**config.mk**
```make
export PLATFORM = sky130hd
export DESIGN_NAME = zwave_frame_receiver
export DESIGN_NICKNAME = d
export VERILOG_FILES = /design/src/sv/zwfr_pkg.sv /design/src/sv/zwfr_ram.sv /design/src/sv/zwfr_ctrl.sv /design/src/sv/zwfr_dpath.sv /design/src/sv/zwave_frame_receiver.sv
export SDC_FILE = /design/constraint.sdc
export NUM_CORES = 1
export LEC_CHECK = 0
export BUFFER_PORTS_ARGS = -buffer_cell sky130_fd_sc_hd__buf_2
export CORE_MARGIN = 2
export CORE_UTILIZATION = 31
export DETAILED_ROUTE_END_ITERATION = 16
export HOLD_SLACK_MARGIN = 0.05
export MAX_ROUTING_LAYER = met4
export PLACE_DENSITY = 0.52
export SLEW_MARGIN = 20
export SYNTH_ARGS = -nofsm -noshare
export SYNTH_HDL_FRONTEND = slang
export SYNTH_SLANG_ARGS = --single-unit
```
**constraint.sdc**
```tcl
create_clock -name clk -period 4.89 [get_ports clk]
set_input_delay 0.978 -clock clk [delete_from_list [all_inputs] [get_ports clk]]
set_output_delay 0.978 -clock clk [all_outputs]
set_load 0.01 [all_outputs]
```
**src/sv/zwfr_pkg.sv**
```systemverilog
// Shared types and constants of the Z-Wave frame receiver.
package zwfr_pkg;

	localparam int unsigned CFG_IDX_W  = 2;
	localparam int unsigned CFG_DATA_W = 7;

	localparam logic [CFG_IDX_W-1:0] REG_RECEIVE_ENABLE = 2'd0;
	localparam logic [CFG_IDX_W-1:0] REG_INVERT_BYTES   = 2'd1;
	localparam logic [CFG_IDX_W-1:0] REG_MAX_LENGTH     = 2'd2;

	localparam logic [7:0] XOR_SEED       = 8'hff;
	localparam logic [7:0] LEN_INDEX      = 8'd7;
	localparam logic [7:0] MIN_LEN        = 8'd8;
	localparam logic [6:0] MAX_LENGTH_RST = 7'd60;

	typedef enum logic [1:0] {
		ST_RECV,
		ST_PRIME,
		ST_SHOW
	} state_t;

	typedef struct packed {
		logic take;
		logic rd_first;
		logic rd_next;
	} cmd_t;

	typedef struct packed {
		logic frame_ok;
		logic rd_last;
	} status_t;

endpackage

```
**src/sv/zwfr_ram.sv**
```systemverilog
// Generic single-write, single-read RAM with registered read data.
module zwfr_ram #(
	parameter int unsigned WIDTH = 8,
	parameter int unsigned DEPTH = 64
) (
	input  logic                     clk,
	input  logic                     we,
	input  logic [$clog2(DEPTH)-1:0] waddr,
	input  logic [WIDTH-1:0]         wdata,
	input  logic                     re,
	input  logic [$clog2(DEPTH)-1:0] raddr,
	output logic [WIDTH-1:0]         rdata
);

	logic [WIDTH-1:0] mem_q [DEPTH];

	always_ff @(posedge clk) begin
		if (we) begin
			mem_q[waddr] <= wdata;
		end
		if (re) begin
			rdata <= mem_q[raddr];
		end
	end

endmodule

```
**src/sv/zwfr_ctrl.sv**
```systemverilog
// Controller: receive, prime the buffer read, stream the frame out.
module zwfr_ctrl (
	input  logic              clk,
	input  logic              arst_n,
	input  logic              s_tvalid,
	output logic              s_tready,
	output logic              m_tvalid,
	input  logic              m_tready,
	input  zwfr_pkg::status_t status,
	output zwfr_pkg::cmd_t    cmd
);

	zwfr_pkg::state_t state_q, state_d;

	always_ff @(posedge clk or negedge arst_n) begin
		if (!arst_n) begin
			state_q <= zwfr_pkg::ST_RECV;
		end else begin
			state_q <= state_d;
		end
	end

	always_comb begin
		state_d = state_q;
		unique case (state_q)
			zwfr_pkg::ST_RECV: begin
				if (cmd.take && status.frame_ok) begin
					state_d = zwfr_pkg::ST_PRIME;
				end
			end
			zwfr_pkg::ST_PRIME: begin
				state_d = zwfr_pkg::ST_SHOW;
			end
			zwfr_pkg::ST_SHOW: begin
				if (m_tready && status.rd_last) begin
					state_d = zwfr_pkg::ST_RECV;
				end
			end
			default: begin
				state_d = zwfr_pkg::ST_RECV;
			end
		endcase
	end

	always_comb begin
		s_tready     = 1'b0;
		m_tvalid     = 1'b0;
		cmd.take     = 1'b0;
		cmd.rd_first = 1'b0;
		cmd.rd_next  = 1'b0;
		unique case (state_q)
			zwfr_pkg::ST_RECV: begin
				s_tready = 1'b1;
				cmd.take = s_tvalid;
			end
			zwfr_pkg::ST_PRIME: begin
				cmd.rd_first = 1'b1;
			end
			zwfr_pkg::ST_SHOW: begin
				m_tvalid    = 1'b1;
				cmd.rd_next = m_tready && !status.rd_last;
			end
			default: begin
				s_tready = 1'b0;
			end
		endcase
	end

endmodule

```
**src/sv/zwfr_dpath.sv**
```systemverilog
// Datapath: config registers, frame tracking, checksum and frame buffer.
module zwfr_dpath #(
	parameter int unsigned MAX_FRAME = 64
) (
	input  logic                                clk,
	input  logic                                arst_n,
	input  logic                                cfg_valid,
	input  logic [zwfr_pkg::CFG_IDX_W-1:0]      cfg_index,
	input  logic [zwfr_pkg::CFG_DATA_W-1:0]     cfg_data,
	input  logic [7:0]                          raw_byte,
	input  logic                                packet_start,
	input  zwfr_pkg::cmd_t                      cmd,
	output zwfr_pkg::status_t                   status,
	output logic [7:0]                          frame_byte
);

	localparam int unsigned AW = $clog2(MAX_FRAME);
	localparam int unsigned CW = $clog2(MAX_FRAME + 1);
	localparam logic [7:0] MAX_FRAME_B = 8'(MAX_FRAME);

	logic          receive_enable_q;
	logic          invert_bytes_q;
	logic [6:0]    max_length_q;
	logic [CW-1:0] byte_count_q, byte_count_d;
	logic [CW-1:0] frame_length_q, frame_length_d;
	logic [7:0]    running_xor_q, running_xor_d;
	logic          frame_dead_q, frame_dead_d;
	logic [AW-1:0] rd_addr_q;
	logic [AW-1:0] raddr;

	logic          live;
	logic [CW-1:0] count_eff;
	logic [7:0]    xor_eff;
	logic          dead_eff;
	logic [7:0]    data_b;
	logic [7:0]    limit;
	logic          at_len;
	logic          len_bad;
	logic [CW-1:0] len_eff;
	logic [CW-1:0] count_inc;
	logic          complete;
	logic          we;

	always_ff @(posedge clk or negedge arst_n) begin
		if (!arst_n) begin
			receive_enable_q <= 1'b0;
			invert_bytes_q   <= 1'b1;
			max_length_q     <= zwfr_pkg::MAX_LENGTH_RST;
		end else if (cfg_valid) begin
			unique case (cfg_index)
				zwfr_pkg::REG_RECEIVE_ENABLE: receive_enable_q <= cfg_data[0];
				zwfr_pkg::REG_INVERT_BYTES:   invert_bytes_q   <= cfg_data[0];
				zwfr_pkg::REG_MAX_LENGTH:     max_length_q     <= cfg_data;
				default:                      max_length_q     <= max_length_q;
			endcase
		end
	end

	always_comb begin
		live      = cmd.take && receive_enable_q;
		count_eff = packet_start ? '0 : byte_count_q;
		xor_eff   = packet_start ? zwfr_pkg::XOR_SEED : running_xor_q;
		dead_eff  = packet_start ? 1'b0 : frame_dead_q;
		data_b    = invert_bytes_q ? ~raw_byte : raw_byte;
		limit     = ({1'b0, max_length_q} > MAX_FRAME_B) ? MAX_FRAME_B
		                                                 : {1'b0, max_length_q};
		at_len    = (8'(count_eff) == zwfr_pkg::LEN_INDEX);
		len_bad   = at_len && ((data_b < zwfr_pkg::MIN_LEN) || (data_b > limit));
		len_eff   = at_len ? CW'(data_b) : frame_length_q;
		count_inc = count_eff + CW'(1);
		complete  = (8'(count_inc) >= zwfr_pkg::MIN_LEN) && (count_inc == len_eff);

		byte_count_d   = byte_count_q;
		frame_length_d = frame_length_q;
		running_xor_d  = running_xor_q;
		frame_dead_d   = frame_dead_q;
		we             = 1'b0;
		status.frame_ok = 1'b0;
		status.rd_last  = ((CW'(rd_addr_q) + CW'(1)) == frame_length_q);

		if (live) begin
			byte_count_d  = count_eff;
			running_xor_d = xor_eff;
			frame_dead_d  = dead_eff;
			if (!dead_eff) begin
				if (8'(count_eff) >= MAX_FRAME_B) begin
					frame_dead_d = 1'b1;
				end else begin
					we = 1'b1;
					if (len_bad) begin
						frame_dead_d = 1'b1;
					end else begin
						frame_length_d = len_eff;
						byte_count_d   = count_inc;
						if (complete) begin
							frame_dead_d    = 1'b1;
							status.frame_ok = (xor_eff == data_b);
						end else begin
							running_xor_d = xor_eff ^ data_b;
						end
					end
				end
			end
		end
	end

	always_ff @(posedge clk or negedge arst_n) begin
		if (!arst_n) begin
			byte_count_q   <= '0;
			frame_length_q <= '0;
			running_xor_q  <= zwfr_pkg::XOR_SEED;
			frame_dead_q   <= 1'b1;
			rd_addr_q      <= '0;
		end else begin
			byte_count_q   <= byte_count_d;
			frame_length_q <= frame_length_d;
			running_xor_q  <= running_xor_d;
			frame_dead_q   <= frame_dead_d;
			if (cmd.rd_first || cmd.rd_next) begin
				rd_addr_q <= raddr;
			end
		end
	end

	assign raddr = cmd.rd_first ? '0 : rd_addr_q + AW'(1);

	zwfr_ram #(
		.WIDTH(8),
		.DEPTH(MAX_FRAME)
	) u_frame_store (
		.clk  (clk),
		.we   (we),
		.waddr(count_eff[AW-1:0]),
		.wdata(data_b),
		.re   (cmd.rd_first || cmd.rd_next),
		.raddr(raddr),
		.rdata(frame_byte)
	);

endmodule

```
**src/sv/zwave_frame_receiver.sv**
```systemverilog
// Z-Wave frame receiver: a byte stream in, checksum-validated frames out.
// Input bytes are taken one per cycle while the block is receiving. When the
// byte that completes a frame arrives with a matching XOR checksum, input
// stalls: a prime state starts reading the frame buffer, then one byte per cycle
// goes out on the output (longer if the sink stalls), set by the single read port
// of the frame buffer. Input stays blocked until the last byte leaves. Failed
// frames cost nothing. The config port takes a write in every cycle.
module zwave_frame_receiver #(
	parameter int unsigned MAX_FRAME = 64
) (
	input  logic                                clk,
	input  logic                                arst_n,
	input  logic                                cfg_valid,
	output logic                                cfg_ready,
	input  logic [zwfr_pkg::CFG_IDX_W-1:0]      cfg_index,
	input  logic [zwfr_pkg::CFG_DATA_W-1:0]     cfg_data,
	input  logic                                s_tvalid,
	output logic                                s_tready,
	input  logic [7:0]                          s_tdata,   // raw_byte
	input  logic                                s_tuser,   // packet_start
	output logic                                m_tvalid,
	input  logic                                m_tready,
	output logic [7:0]                          m_tdata,   // frame_byte
	output logic                                m_tlast    // last_byte
);

	zwfr_pkg::cmd_t    cmd;
	zwfr_pkg::status_t status;

	assign cfg_ready = 1'b1;
	assign m_tlast   = status.rd_last;

	zwfr_ctrl u_ctrl (
		.clk     (clk),
		.arst_n  (arst_n),
		.s_tvalid(s_tvalid),
		.s_tready(s_tready),
		.m_tvalid(m_tvalid),
		.m_tready(m_tready),
		.status  (status),
		.cmd     (cmd)
	);

	zwfr_dpath #(
		.MAX_FRAME(MAX_FRAME)
	) u_dpath (
		.clk         (clk),
		.arst_n      (arst_n),
		.cfg_valid   (cfg_valid),
		.cfg_index   (cfg_index),
		.cfg_data    (cfg_data),
		.raw_byte    (s_tdata),
		.packet_start(s_tuser),
		.cmd         (cmd),
		.status      (status),
		.frame_byte  (m_tdata)
	);

endmodule

```
Word-level counts from Yosys, hierarchy flattened
Memories as Yosys holds them, arrays and structs flattened. A register that Yosys moved wholly into a read port is not among the register bits. Index checks and enable logic that the tools add are counted.

Equal/unequal tests: 10. Multiplexer cells: 36. Bitwise gates (word level): 5. $add $sub $neg: 3. $lt $le $gt $ge: 5. Reduce and logical (&&, ||, !) cells: 16.

Operators with widths (number): 2-to-1 mux 8 bit (6); 2-to-1 mux 7 bit (6); 2-to-1 mux 1 bit (20); == test 7 bit (2); == test 8 bit (1); greater-than comparator 8 bit (1); less-than comparator 8 x 4 -> 1 bit (second input constant) (1); NOT 8 bit (1); AND reduction 2 bit (4); bitwise XOR 8 bit (1); adder 6 x 1 -> 7 bit (second input constant) (1); adder 7 x 1 -> 7 bit (second input constant) (1); == test 7 x 3 -> 1 bit (second input constant) (1); >= comparator 7 x 4 -> 1 bit (second input constant) (1); >= comparator 7 bit (second input constant) (1); greater-than comparator 7 bit (second input constant) (1); adder 6 x 1 -> 6 bit (second input constant) (1); logical AND 1 bit (6); 2-to-1 mux 6 bit (1); case mux 2 bit (3 select lines) (1); == test 2 x 1 -> 1 bit (second input constant) (2); == test 2 bit (second input constant) (2); zero test 2 bit (2); 2-to-1 mux 2 bit (2); 5 further kinds (9).

Memories kept: 1. RAM bits: 512. Output and inout bits: 12. Bits in registers: 40.

Memory list: u_dpath.u_frame_store.mem_q (words 64, bits a word 8, rd ports 1, clocked after memory_dff 1, write ports 1, line zwfr_ram.sv:15) `logic [WIDTH-1:0] mem_q [DEPTH];`.

Logic depth before layout (Yosys ltp)
Gate-level depths: netlist (run 1).

Word-level depth: 13. Depth in mapped cells: 13.

Hierarchy
From an unflattened synthesis (run 1), not the netlist that was laid out.

Cell total of the unflattened synthesis: 1265. Area, all modules: 23229.8 um^2.

Modules (own cells, without submodules): zwfr_ram (area an instance 20246.9 um^2, cells an instance 940, instances 1, seq. area each 15615.0 um^2); zwfr_dpath (area an instance 2870.3 um^2, cells an instance 313, instances 1, seq. area each 968.4 um^2); zwfr_ctrl (area an instance 101.3 um^2, cells an instance 10, instances 1, seq. area each 50.0 um^2); zwave_frame_receiver (area an instance 11.3 um^2, cells an instance 2, instances 1, seq. area each 0.0 um^2).

Worst setup path before layout (run 1)
Ideal clock, no wire load.

Kind: input port to flip-flop. Start point: input s_tdata[0]. End point: register u_dpath.running_xor_q[3]. Arrival time: 4807 ps. Path buffers: 1. Stages: 9. Slack: 1 ps. Cell sequence: xor2_1 -> inv_1 -> ha_1 -> nand3_1 -> o221ai_1 -> o211ai_2 -> buf_2 -> o31a_1 -> a211o_1.

Longest elaborated chain between the ends: 9. Elaborated cells on any way between the ends: 13. Classes of those cells: order compare: 2; eq/ne: 1; mux: 6; bitwise: 1; reduce/logical: 3.

Ends and longest elaborated chain: from (decl) (line zwave_frame_receiver.sv:19) `input logic [7:0] s_tdata,`; NOT 8 bit (line zwfr_dpath.sv:64) `data_b = invert_bytes_q ? ~raw_byte : raw_byte;`; 2-to-1 mux 8 bit * (line zwfr_dpath.sv:64); branches (longest 4 deep; another with less-than comparator 8 x 4 -> 1 bit); 2-to-1 mux 8 bit * (line zwfr_dpath.sv:90) `if (len_bad) begin`; 2-to-1 mux 8 bit * (line zwfr_dpath.sv:86) `if (8'(count_eff) >= MAX_FRAME_B) begin`; 2-to-1 mux 8 bit * (line zwfr_dpath.sv:85) `if (!dead_eff) begin`; to (signal assigned) (line zwfr_dpath.sv:111) `running_xor_q <= zwfr_pkg::XOR_SEED;`; to (signal assigned) (line zwfr_dpath.sv:117) `running_xor_q <= running_xor_d;`; to (decl) (line zwfr_dpath.sv:26) `logic [7:0] running_xor_q, running_xor_d;`.

Every way passes the cells marked *. A chain may end at the register's enable or synchronous reset.

Worst setup path after layout (run 1)
Start point: register u_dpath.rd_addr_q[0]. End point: output m_tlast.

Longest elaborated chain between the ends: 2.

Ends and longest elaborated chain: from (decl) (line zwfr_dpath.sv:28) `logic [AW-1:0] rd_addr_q;`; from (signal assigned) (line zwfr_dpath.sv:120) `rd_addr_q <= raddr;`; adder 6 x 1 -> 7 bit (line zwfr_dpath.sv:79) `status.rd_last = ((CW'(rd_addr_q) + CW'(1)) == frame_length_q);`; == test 7 bit (line zwfr_dpath.sv:79); to (decl) (line zwave_frame_receiver.sv:24) `output logic m_tlast`.

No other way between the ends.

==> qor.yml, run 1 <==
worstPathMaxFanout: 62
cpPeakStageDelay_ns: 0.69
clockRootBuffer: "clkbuf_16"
r2r_slack_ns: 1.20
yosys.area.top_type_share_pct: 65.4
synth_compound_area_share_pct: 10.1
grt_pass1_wl_um: 98000
die_w_um: 282
ir_drop_mv: 0.273
final_util_pct: 35.8
reg2reg_to: "u_dpath.u_frame_store.rdata[0]$_DFFE_PP_"
max_freq_mhz: 240
synthesis.nets: 1753
leakagePower_nw: 8.88
synth-main-ff-cell: "edfxtp_1"
tns_ns: 0
area_growth_pct: 13.9
cts_max_level: 2
grt_pass1_vias: 14600
viasPerCell: 5.26
io_buffer_count: 33
cts-hold-fix-buffers: 0
cts_resized: 0
place_ws_ns: 0.839
ioPinCount: 35
period_share_pct: 85.0
drv_slew: 0
ys_ff_latch: 560
synth_top_family_by_area: "simple AND/OR/NAND/NOR gates"
clk_pin_slew_worst_paths_ns: 0.06
gp_congestion: 0.873
track_usage_pct: 17.2
finalWirelength_um: 66200
power_density_nw_per_um2: 395
clock_path_buffers: 3
clk_latency_ns: 0.63
drtAntennaViolNets: 0
grt_max_degree: 73
vias: 14900
finalClockSkew_ns: 0.0216
synth_xor_area_share_pct: 1.29
hpwlAfterDp_um: 40500
synth_edf_count: 520
die_h_um: 282
synth-simple-area-share_pct: 11.2
ys_warn_count: 0
hold_viol: 0
diodes: 0
multi_input_area_um2: 6850
critPathCaptureType: "output port"
synthCells: 1721
async_flop_share_pct: 7.14
synthAdderAreaFrac_pct: 0.472
rows: 101
first_pass_iters: 5
cts.sinks: 560
synth.avg_cell_area_um2: 13.9
synth_area_leaders: "edfxtp_1, nand2_1, dfrtp_1, a211oi_1, mux2i_1"
grt-ovfl-total: 0
status: "finished, final reports clean"
fp.coreArea_um2: 76100
crit_chain: "buf_4 > nand3_1 > nor2_1 > xnor3_1 > and4_1 > buf_2"
drv_cap: 0
fin_ws_ns: 0.731
cts_setup_buffers: 0
first_iter_violations: 1574
fin_nets: 1786
drcViolationCount: 0
setup_violations: 0
netlist_top_cells_count: "edfxtp_1, nand2_1, nor2_1, a211oi_1, clkbuf_1"
worstReg2RegStart: "u_dpath.rd_addr_q[0]$_DFFE_PN0P_"
yosysMostFrequentCell: "edfxtp_1"
tightestPinTransition_ns: 1.13
reg2regPathDepth: 8
hp-class: "primary input to asynchronous set/reset pin"
cp-start-kind: "flop"
crit_arrival_ns: 3.18
routedWlPerCell_um: 23.4
dieArea_um2: 79300
start_util_pct: 31.4
antenna_found_initial: 2
period_needed_ns: 4.16
critical_path_class: "flop to output port"
cp_slowest_cell: "buf_4"
slew_headroom_pct: 24.4
seqCellArea_um2: 16600
cp.required_ns: 3.91
cts_buffers: 58
rsz0062_at_grt: "no"
yosysTopAreaCell: "edfxtp_1"
layout-drive-gt1-share_pct: 13.6
synth.yosys.seq_area_share_pct: 69.7
fillers: 7346
cts_tree: "built"
netlist_area_um2: 23900
synth_cell_types: 74
muxShareOfSynthArea_pct: 5.20
sequential cells by signal, summed over array words and instances, names as in the netlist:
signal,flops
u_dpath.frame_length_q,7
u_dpath.rd_addr_q,6
u_dpath.running_xor_q,8
u_dpath.frame_dead_q,1
u_dpath.u_frame_store.mem_q,512
u_dpath.receive_enable_q,1
u_dpath.invert_bytes_q,1
u_dpath.u_frame_store.rdata,8
u_ctrl.state_q,2
u_dpath.max_length_q,7
u_dpath.byte_count_q,7
power by group:
part	switching (mW)	leakage (nW)	internal [mW]
clock network	1.84	0.862	2.37
registers	0.0856	5.17	5.62
logic	0.606	2.85	0.226
worst max-delay path: cells and delay by family, from the launching register on:
kind,cells,cell delay (ns)
flip-flops,1,0.47
buffers and inverters,2,0.87
AND/OR/NAND/NOR,3,1.02
XOR/XNOR,1,0.17
layout make-up:
type | instances | share of cell area (%)
tap | 1030 | 4.74
clock buffer | 78 | 5.69
sequential | 560 | 61.2
timing repair buffer | 80 | 2.23
multi-input combinational | 1040 | 25.2
inverter | 14 | 0.193
clock inverter | 28 | 0.805
worst max-delay path by stage:
stage	start	end	slack [ns]
after floorplan	s_tdata[0]	u_dpath.running_xor_q[3]$_DFFE_PN1P_	0.0008
after global placement	s_tuser	u_dpath.running_xor_q[2]$_DFFE_PN1P_	1.01
after detailed placement	s_tuser	u_dpath.running_xor_q[6]$_DFFE_PN1P_	0.84
after CTS	u_dpath.rd_addr_q[0]$_DFFE_PN0P_	m_tlast	0.65
after global routing	u_dpath.rd_addr_q[0]$_DFFE_PN0P_	m_tlast	0.51
final	u_dpath.rd_addr_q[0]$_DFFE_PN0P_	m_tlast	0.73
layer usage:
metal  GRT usage [%]  wire, µm
met1            23.8     30100
met2            26.0     30100
met3            3.12      4260
met4            4.86      1810
met5               -         0
cells in the final DEF (no fill, tap or decap), types with 9 or more instances in the layout:
master,count
a311oi_1,35
clkbuf_1,19
clkbuf_16,59
nor2_1,100
nor2b_1,28
nand3_1,54
nand4_1,9
o21ai_0,27
o22ai_1,15
a211oi_1,74
edfxtp_1,520
buf_2,33
mux4_2,22
a31oi_1,66
mux2_2,17
mux2i_1,51
clkinv_1,15
xor2_1,9
nand2_1,257
a221o_1,10
xnor2_1,14
buf_4,40
and2_1,58
a21oi_1,30
nor3_1,20
dfstp_2,14
dfrtp_1,25
kinds of logic after synthesis:
| family | Yosys count |
|---|---|
| XOR/XNOR | 31 |
| adder cells (fa/ha/maj) | 9 |
| buffers and inverters | 121 |
| AO/OA/AOI/OAI | 332 |
| multiplexers | 94 |
| flip-flops | 560 |
| other | 1 |
| AND/OR/NAND/NOR | 573 |
stage by stage:
| step | cells | hold WS (ns) | power, mW | cell area [µm²] |
|---|---|---|---|---|
| global route | 2830 | 0.289 | 11.1 | 27200 |
| finish | 2830 | 0.288 | 10.7 | 27200 |
| CTS | 2829 | 0.506 | 10.8 | 27200 |
| global placement | 2723 | 0.483 | 6.61 | 25400 |
| detailed placement | 2723 | 0.491 | 6.63 | 25400 |
| floorplan | 1721 | 0.471 | 6.26 | 23900 |
Power figures use the tool's default switching activity.
==> inputs of run 2 (changes only) <==
--- a/config.mk
+++ b/config.mk
@@ -9,9 +9,11 @@
 export CORE_MARGIN = 2
 export CORE_UTILIZATION = 31
 export DETAILED_ROUTE_END_ITERATION = 16
+export GPL_TIMING_DRIVEN = 0
 export HOLD_SLACK_MARGIN = 0.05
 export MAX_ROUTING_LAYER = met4
 export PLACE_DENSITY = 0.52
+export REMOVE_ABC_BUFFERS = 1
 export SLEW_MARGIN = 20
 export SYNTH_ARGS = -nofsm -noshare
 export SYNTH_HDL_FRONTEND = slang
==> qor.yml, run 2 (synthesis results as in run 1) <==
status: "finished, final reports clean"
period_needed_ns: 4.42
clockRootBuffer: "clkbuf_16"
track_usage_pct: 16.6
p_seq_share_pct: 52.9
viasPerCell: 5.21
tightestPinTransition_ns: 1.09
grt_pass1_wl_um: 94500
start_util_pct: 31.4
fin_nets: 1770
clock_path_buffers: 3
drv_slew: 0
rsz0062_at_grt: "no"
multi_input_area_um2: 6900
cts.sinks: 560
area_growth_pct: 15.6
r2r_slack_ns: 0.47
power.switching_mw: 2.52
finalClockSkew_ns: 0.0150
ir_drop_mv: 0.184
dieArea_um2: 79300
crit_arrival_ns: 4.84
gp_congestion: 0.798
cpPeakStageDelay_ns: 0.78
layout-drive-gt1-share_pct: 13.1
fin_ws_ns: 0.466
first_iter_violations: 1256
finalWirelength_um: 64400
crit_chain: "ha_4 > inv_1 > nor2_4 > buf_16 > nand2_1 > a311oi_1 > o211ai_1 > o211a_1 > a32oi_1"
final_cell_mix: "edfxtp_1, nand2_1, nor2_1, a211oi_1, a31oi_1"
antenna_found_initial: 0
critPathCaptureType: "flop"
p_clk_share_pct: 38.7
die_w_um: 282
vias: 14700
period_share_pct: 90.5
cp_slowest_cell: "ha_4"
clk_pin_slew_worst_paths_ns: 0.06
cp.required_ns: 5.30
cts_max_level: 2
diodes: 0
regMostFlops: "u_dpath.u_frame_store.mem_q"
io_buffer_count: 33
power_density_nw_per_um2: 389
final_common_cell: "edfxtp_1"
clk_latency_ns: 0.62
setup_violations: 0
cts_setup_buffers: 0
critical_path_class: "flop to flop"
grt_max_degree: 70
cts_tree: "built"
rows: 101
drtAntennaViolNets: 0
routedWlPerCell_um: 22.9
fp.coreArea_um2: 76100
grt_pass1_vias: 14100
internal_power_mw: 8.22
ioPinCount: 35
grt-ovfl-total: 0
design_area_um2: 27600
largest_register_ffs: 512
swShare_pct: 23.5
slew_headroom_pct: 26.8
die_h_um: 282
cts_buffers: 57
cts_resized: 0
top_regs: "u_dpath.u_frame_store.mem_q x512, u_dpath.running_xor_q x8, u_dpath.u_frame_store.rdata x8"
drcViolationCount: 0
first_pass_iters: 5
worstPathMaxFanout: 46
fin_hold_ws_ns: 0.354
leakagePower_nw: 8.97
dpl_cell_area_um2: 25800
hold_viol: 0
cts-hold-fix-buffers: 0
hp-class: "primary input to asynchronous set/reset pin"
seqCellArea_um2: 16600
drv_cap: 0
max_freq_mhz: 226
hpwlAfterDp_um: 40300
p_comb_share_pct: 8.4
cp-start-kind: "flop"
fillers: 7246
place_ws_ns: 0.368
==> run 2: changes by cell type in the layout (fill, tap and decap cells not counted), sizes merged <==
| cell | change |
|---|---|
| clkinvlp | +1 |
| inv | -2 |
| clkinv | +6 |
| buf | -15 |
| clkbuf | -5 |
==> run 2: stage by stage <==
step	util, %	cells	power [mW]	TNS (ns)
6_report	36.3	2815	10.7	0
5_1_grt	36.3	2815	11.1	0
4_1_cts	36.3	2815	10.8	0
3_5_place_dp	34.0	2709	6.69	0
3_3_place_gp	32.7	2677	6.59	-369.07
2_1_floorplan	-	1614	6.25	-26.09
==> run 2: area by class of cell <==
type                       instances  area share [%]
timing repair buffer              65            3.41
tap                             1030            4.67
multi-input combinational       1040            25.0
clock buffer                      73            5.46
sequential                       560            60.3
inverter                          14           0.254
clock inverter                    33           0.893
==> run 2: routing by layer <==
layer	up-vias	part of all wire, %	GRT usage [%]
met2	453	48	26.4
met4	0	2.7	5.28
li1	6674	-	-
met1	7441	43	22.0
met5	-	0	-
met3	103	6.3	2.44
==> run 2: critical path: cells and delay by family (launching register included) <==
| kind | cells | cell delay (ns) |
|---|---|---|
| adders and majority gates | 1 | 0.78 |
| buffers and inverters | 2 | 0.75 |
| and+or+nand+nor | 2 | 0.71 |
| AOI/OAI and AO/OA | 4 | 1.22 |
| DFF | 1 | 0.70 |
==> run 2: power groups by stage <==
stage               clock network, mW  logic (mW)  registers [mW]
global route                     4.41       0.989            5.69
CTS                              4.23       0.910            5.68
detailed placement                  0       0.908            5.78
global placement                    0       0.761            5.83
finish                           4.16       0.899            5.69
floorplan                           0       0.473            5.78
==> run 2: final timing paths <==
check	startpoint	to	cells past startpoint
worst max-delay path	u_dpath.rd_addr_q[0]$_DFFE_PN0P_	u_dpath.u_frame_store.rdata[2]$_DFFE_PP_	9
worst min-delay path	arst_n	u_ctrl.state_q[1]$_DFFE_PN0P_	1
worst max register to register	u_dpath.rd_addr_q[0]$_DFFE_PN0P_	u_dpath.u_frame_store.rdata[2]$_DFFE_PP_	9
worst min register to register	u_dpath.max_length_q[0]$_DFFE_PN0P_	u_dpath.max_length_q[0]$_DFFE_PN0P_	1
max in group asynchronous	arst_n	u_dpath.rd_addr_q[0]$_DFFE_PN0P_	1
min in group clk	u_dpath.max_length_q[0]$_DFFE_PN0P_	u_dpath.max_length_q[0]$_DFFE_PN0P_	1
==> inputs of run 3 (changes only) <==
--- a/config.mk
+++ b/config.mk
@@ -13,6 +13,7 @@
 export HOLD_SLACK_MARGIN = 0.05
 export MAX_ROUTING_LAYER = met4
 export PLACE_DENSITY = 0.52
+export RECOVER_POWER = 50
 export REMOVE_ABC_BUFFERS = 1
 export SLEW_MARGIN = 20
 export SYNTH_ARGS = -nofsm -noshare
==> qor.yml, run 3 (synthesis results as in run 1) <==
die_h_um: 282
finalClockSkew_ns: 0.0177
grt_max_degree: 70
power.total_mw: 10.7
violations: "max-capacitance violations, max-slew violations"
grtUsageMet2_pct: 26.4
area_growth_pct: 14.9
status: "complete, but fails checks"
final_common_cell: "edfxtp_1"
track_usage_pct: 16.6
drv_slew: 207
first_iter_violations: 1240
dieArea_um2: 79300
design_area_um2: 27400
grt-busiest-layer: "met2"
first_pass_iters: 8
period_needed_ns: 4.44
hp-class: "flop to flop"
cp-start-kind: "flop"
clk_latency_ns: 0.63
top_regs: "u_dpath.u_frame_store.mem_q x512, u_dpath.running_xor_q x8, u_dpath.u_frame_store.rdata x8"
cts_setup_buffers: 0
crit_arrival_ns: 4.85
drtAntennaViolNets: 0
r2r_slack_ns: 0.45
cp.required_ns: 5.30
fp.coreArea_um2: 76100
clk_pin_slew_worst_paths_ns: 0.06
cp_top_family: "compound AO/OA/AOI/OAI gates"
setup_violations: 0
largest_register_ffs: 512
cp_slowest_cell: "ha_4"
critical_path_class: "flop to flop"
period_share_pct: 90.8
grt_pass1_vias: 14100
rsz0062_at_grt: "no"
dpl_cell_area_um2: 25800
place_ws_ns: 0.368
vias: 14700
cts-hold-fix-buffers: 0
regMostFlops: "u_dpath.u_frame_store.mem_q"
worstPathMaxFanout: 46
cts_max_level: 2
io_buffer_count: 33
finalWirelength_um: 64300
ioPinCount: 35
max_freq_mhz: 225
cts_buffers: 57
crit_chain: "ha_4 > inv_1 > nor2_4 > buf_16 > nand2_1 > a311oi_1 > o211ai_1 > o211a_1 > a32oi_1"
cts_tree: "built"
fin_ws_ns: 0.452
fillers: 7273
hpwlAfterDp_um: 40300
gp_congestion: 0.798
antenna_found_initial: 0
viasPerCell: 5.22
cts_resized: 0
grt-ovfl-total: 0
cp_num_buf_inv: 2
critPathCaptureType: "flop"
drcViolationCount: 0
clock_path_buffers: 3
hold_viol: 0
diodes: 0
tns_ns: 0
gr-usage-met3_pct: 2.44
layout-drive-gt1-share_pct: 12.0
rows: 101
start_util_pct: 31.4
die_w_um: 282
power_density_nw_per_um2: 390
routedWlPerCell_um: 22.8
grt_pass1_wl_um: 94500
ir_drop_mv: 0.184
cts.sinks: 560
leakagePower_nw: 8.87
slew_headroom_pct: -57.4
tightestPinTransition_ns: 2.36
fin_hold_ws_ns: 0.502
fin_nets: 1770
gr-usage-met1_pct: 22.0
cpPeakStageDelay_ns: 0.79
clockRootBuffer: "clkbuf_16"
final_cell_mix: "edfxtp_1, nand2_1, nor2_1, a211oi_1, a31oi_1"
drv_cap: 5
==> run 3: final timing paths <==
kind,from,cells past startpoint,endpoint
max in group asynchronous,arst_n,1,u_dpath.rd_addr_q[0]$_DFFE_PN0P_
worst max register to register,u_dpath.rd_addr_q[0]$_DFFE_PN0P_,9,u_dpath.u_frame_store.rdata[2]$_DFFE_PP_
min in group asynchronous,arst_n,1,u_ctrl.state_q[1]$_DFFE_PN0P_
worst min register to register,u_dpath.max_length_q[0]$_DFFE_PN0P_,1,u_dpath.max_length_q[0]$_DFFE_PN0P_
worst min-delay path,u_dpath.max_length_q[0]$_DFFE_PN0P_,1,u_dpath.max_length_q[0]$_DFFE_PN0P_
worst max-delay path,u_dpath.rd_addr_q[0]$_DFFE_PN0P_,9,u_dpath.u_frame_store.rdata[2]$_DFFE_PP_
==> run 3: metal layers <==
| layer | wire length (µm) | part of all wire [%] |
|---|---|---|
| met1 | 27300 | 42 |
| met5 | 0 | 0 |
| met2 | 31100 | 48 |
| met3 | 4170 | 6.5 |
| met4 | 1700 | 2.6 |
==> run 3: cell type report <==
cell class | count | area [µm²] | area share, %
clock buffer | 73 | 1510 | 5.50
clock inverter | 33 | 246 | 0.899
inverter | 14 | 66.3 | 0.242
multi-input combinational | 1040 | 6880 | 25.1
sequential | 560 | 16600 | 60.7
tap | 1030 | 1290 | 4.70
timing repair buffer | 65 | 807 | 2.94
==> run 3: per-stage QoR <==
stage	utilization, %	instances
CTS	36.3	2815
finish	36.1	2815
floorplan	-	1614
detailed placement	34.0	2709
global route	36.1	2815
global placement	32.7	2677
==> run 3: report_power, final <==
part / internal (mW) / switching (mW)
Clock: 2.33 / 1.83
Combinational: 0.231 / 0.604
Sequential: 5.62 / 0.0755
==> run 3: worst reg2reg max path: cells and delay by family (launching register included) <==
family	cells	cell delay (ns)
buf+inv	2	0.79
flops	1	0.70
compound gates	4	1.24
simple gates	2	0.73
fa+ha+maj	1	0.79
